===== src/rtl/core/js2d_pkg.sv =====
// ----------------------------------------------------------------------------
// js2d_pkg
// Shared constants for the 2-D Jacobi stencil stream: configuration register
// indexes, field widths and the depth of the result queue.
// ----------------------------------------------------------------------------
package js2d_pkg;

    localparam int CFG_BITS       = 12;
    localparam int CFG_INDEX_BITS = 1;
    localparam int COORD_BITS     = 11;

    localparam logic [CFG_INDEX_BITS-1:0] REG_GRID_WIDTH  = 1'd0;
    localparam logic [CFG_INDEX_BITS-1:0] REG_GRID_HEIGHT = 1'd1;

    localparam logic [CFG_BITS-1:0] DIM_RESET = 12'd2048;

    localparam int Q_DEPTH    = 4;
    localparam int Q_PTR_BITS = 2;

    typedef struct packed {
        logic push0;
        logic push1;
    } t_push;

endpackage


===== src/rtl/core/js2d_out_queue.sv =====
// ----------------------------------------------------------------------------
// js2d_out_queue
// Small result queue: takes up to two words per cycle, hands out one word
// per cycle under valid/stall.
// ----------------------------------------------------------------------------
module js2d_out_queue #(
    parameter int WIDTH = 40
) (
    input  logic                 i_clk,
    input  logic                 i_rst_n,
    input  js2d_pkg::t_push      i_push,
    input  logic [WIDTH-1:0]     i_data0,
    input  logic [WIDTH-1:0]     i_data1,
    output logic                 o_room,
    output logic                 o_valid,
    output logic [WIDTH-1:0]     o_data,
    input  logic                 i_stall
);
    import js2d_pkg::*;

    logic [WIDTH-1:0]        r_slot [Q_DEPTH];
    logic [Q_PTR_BITS-1:0]   r_wr_ptr;
    logic [Q_PTR_BITS-1:0]   r_rd_ptr;
    logic [Q_PTR_BITS:0]     r_count;
    logic [Q_PTR_BITS:0]     n_count;
    logic [Q_PTR_BITS-1:0]   n_wr_ptr;
    logic [Q_PTR_BITS-1:0]   wr_ptr1;
    logic                    pop;

    always_comb begin
        pop      = (r_count != '0) && !i_stall;
        wr_ptr1  = r_wr_ptr + 1'b1;
        n_wr_ptr = r_wr_ptr + Q_PTR_BITS'({1'b0, i_push.push0})
                            + Q_PTR_BITS'({1'b0, i_push.push1});
        n_count  = r_count + (Q_PTR_BITS + 1)'({1'b0, i_push.push0})
                           + (Q_PTR_BITS + 1)'({1'b0, i_push.push1})
                           - (Q_PTR_BITS + 1)'({1'b0, pop});
    end

    always_ff @(posedge i_clk) begin
        if (!i_rst_n) begin
            r_wr_ptr <= '0;
            r_rd_ptr <= '0;
            r_count  <= '0;
        end else begin
            r_wr_ptr <= n_wr_ptr;
            r_count  <= n_count;
            if (pop) begin
                r_rd_ptr <= r_rd_ptr + 1'b1;
            end
        end
    end

    always_ff @(posedge i_clk) begin
        if (i_push.push0) begin
            r_slot[r_wr_ptr] <= i_data0;
        end
        if (i_push.push1) begin
            r_slot[wr_ptr1] <= i_data1;
        end
    end

    assign o_room  = (r_count <= (Q_PTR_BITS + 1)'(Q_DEPTH - 2));
    assign o_valid = (r_count != '0);
    assign o_data  = r_slot[r_rd_ptr];

endmodule


===== config.mk =====
export PLATFORM = sky130hd
export DESIGN_NAME = js2d_out_queue
export DESIGN_NICKNAME = d
export VERILOG_FILES = /design/src/rtl/core/js2d_pkg.sv /design/src/rtl/core/js2d_out_queue.sv
export SDC_FILE = /design/constraint.sdc
export NUM_CORES = 1
export LEC_CHECK = 0
export ABC_AREA = 1
export BUFFER_PORTS_ARGS = -buffer_cell sky130_fd_sc_hd__buf_2
export CAP_MARGIN = 20
export CORE_MARGIN = 2
export CORE_UTILIZATION = 39
export CTS_CLUSTER_SIZE = 12
export DETAILED_ROUTE_END_ITERATION = 8
export PLACE_DENSITY = 0.64
export RECOVER_POWER = 50
export SETUP_SLACK_MARGIN = 0.15
export SYNTH_ARGS = -nofsm -noshare
export SYNTH_HDL_FRONTEND = slang
export SYNTH_SLANG_ARGS = --single-unit

===== constraint.sdc =====
create_clock -name i_clk -period 5 [get_ports i_clk]
set_clock_uncertainty 0.2 [all_clocks]
set_input_delay 0.75 -clock i_clk [delete_from_list [all_inputs] [get_ports i_clk]]
set_output_delay 0.75 -clock i_clk [all_outputs]
set_load 0.005 [all_outputs]

==> results.cfg <==
[status]
outcome = finished, violations left
violations = max-capacitance violations, max-slew violations

[worst_setup_path]
worstReg2RegStart = r_wr_ptr[0]$_SDFF_PN0_
path_common_cell = clkbuf_2
critPathKind = input pin to register
critPathRequiredTime_ns = 4.83
crit_path_cell_trace = clkbuf_1 > nand2_2 > clkbuf_2 > o31ai_1 > clkbuf_2
startpoint = i_push[0]
crit_path_start_kind = input pin
cpPeakStageDelay_ns = 0.98
end_kind = register
cp_slowest_cell = clkbuf_2
worstPathMaxFanout = 81
cp.arrival_ns = 3.47

[sta]
fin_crit_sh_pct = 72.9
fin_tns_setup_ns = 0
grt_setup_unrepaired = no
fmax_ghz = 0.274
period_needed_ns = 3.64
hold_violations = 0
slew_headroom_pct = -6.18
tightest_slew_ns = 1.59
setup_violations = 0
slew_viol_final = 82

[logic_synthesis]
synthCells = 841
synth_top_cell_area_share_pct = 59.7
async_reset_ff_share_pct = 0
synthTopCellsByArea = edfxtp_1, o21ai_0, nand2_1
synth_seq_cells = 169
synth-seq-area-share_pct = 62.0
yosys.area.top_type = edfxtp_1
synth.avg_cell_area_um2 = 9.56
synth-edff-count = 160
synth_cell_type_count = 22
ys.flop_type = edfxtp_1
synth_nets = 931
synthesis.area_um2 = 8040
ys_warn_count = 0

[detailed_routing]
dr.pass1.iters = 5
wire_per_inst_um = 16.7
drt_iter0_markers = 424
via_count = 6278
routed_via_density = 5.15
drc_errors = 0
wl_um = 20400
antenna_left = 0

[global_routing]
antenna_found_initial = 4
grt_use_total_pct = 19.3
met2_usage_pct = 32.8
grt_pass1_wl_um = 32800
grt_use_met3_pct = 3.73
grt_max_degree = 82
grt_pass1_vias = 6520
grt.overflow.total = 0
busiest_layer = met2
grtUsageMet1_pct = 24.4

[layout]
area_delta_synth_final_pct = 17.6
nFillCells = 1917
drive_gt1_share_pct = 17.6
fin_cells = 1220
fin_nets = 1026

[place]
place.gp.congestion = 0.776
dp.cells = 1187
port_buffers = 126
dp_hpwl_um = 12000

[job]
max_cap_viol_count = 1

[clock_tree]
holdBufCountCts = 0
cts_tree = built
clock_sinks = 169
cts_root_buffer = clkbuf_16
worst_skew_pair.late_latency_ns = 0.42
clk_pin_slew_worst_paths_ns = 0.06
post-cts-setup-buffers = 0
htree_num_levels = 4
postCtsResizedCells = 0
clock_path_buffers = 2
cts_buffers = 17

[power]
power.density_nw_per_um2 = 436
leakagePower_uw = 0.00387
peakVddDrop_v = 0.000283

[floorplanning]
die_area_um2 = 21800
start_util_pct = 39.8
core_area_um2 = 20200
row_count = 52
die-height_um = 148
die_width_um = 148
ioPinCount = 127

[hold_path]
min_from = r_rd_ptr[0]$_SDFFE_PN0P_
hp-class = register to register
kinds of logic after synthesis:
family / share of synthesized area, %
simple gates: 12.8
compound gates: 18.6
buf+inv: 5.57
flops: 62.0
fa+ha+maj: 1.06
layout by cell type, fill, tap and decap left out, types with 7 or more instances in the layout:
| master | n |
|---|---|
| buf_2 | 123 |
| edfxtp_1 | 160 |
| dfxtp_1 | 7 |
| clkbuf_16 | 19 |
| nand2_1 | 170 |
| inv_1 | 54 |
| o22ai_1 | 40 |
| o21ai_0 | 239 |
| clkbuf_1 | 10 |
| nor2_1 | 88 |
metrics by stage:
step,instance area [µm²],util (%),power (µW),setup slack [ns],hold WS (ns)
after floorplan,8040,-,2450,0.489,0.248
after global placement,8900,44.0,2860,1.92,0.266
after detailed placement,8900,44.0,2880,1.90,0.283
after CTS,9480,46.9,4150,1.49,0.298
after global routing,9460,46.8,4340,1.10,0.351
final,9460,46.8,4120,1.36,0.289
routing by layer:
metal | vias up | share of wire [%] | wire, µm
li1 | 3123 | - | -
met1 | 2959 | 43 | 8710
met2 | 160 | 50 | 10200
met3 | 30 | 5.3 | 1080
met4 | 6 | 1.5 | 313
met5 | - | 0.23 | 47
power breakdown:
part           switching, µW  leakage (µW)  internal (µW)
logic                    661       0.00201            338
clock network            503      0.000286            778
registers               66.9       0.00158           1770
total                   1230       0.00387           2890
sequential cells by signal, indices dropped and copies added (netlist names), named ones only:
name / cells
r_count: 3
r_slot: 160
r_wr_ptr: 2
r_rd_ptr: 2
cells in the mapped netlist (4+ instances only):
| cell | n |
|---|---|
| clkbuf_1 | 39 |
| a21oi_1 | 4 |
| inv_1 | 54 |
| o22ai_1 | 40 |
| edfxtp_1 | 160 |
| o21ai_0 | 239 |
| dfxtp_1 | 9 |
| buf_2 | 18 |
| nand2_1 | 171 |
| nor2_1 | 87 |
final timing paths:
kind	end	cells past startpoint	slack (ns)
setup reg to reg	r_slot[1][37]$_DFFE_PP_	5	1.39
hold / removal	r_rd_ptr[0]$_SDFFE_PN0P_	2	0.29
hold reg to reg	r_rd_ptr[0]$_SDFFE_PN0P_	2	0.29
setup / recovery	r_slot[1][37]$_DFFE_PP_	5	1.36
worst max-delay path: cells and delay by family:
kind	cells	cell delay (ns)
buffers and inverters	3	2.31
and+or+nand+nor	1	0.08
AOI/OAI and AO/OA	1	0.31
final cells by class:
class,count,area [µm²],share of cell area (%)
multi-input cells,559,2660,28.1
well taps,270,338,3.57
clock buffers,32,584,6.18
flip-flops and latches,169,4990,52.7
diodes,1,2.50,0.0264
repair buffers,134,682,7.21
inverters,55,206,2.18
(Power assumes the default switching activity.)
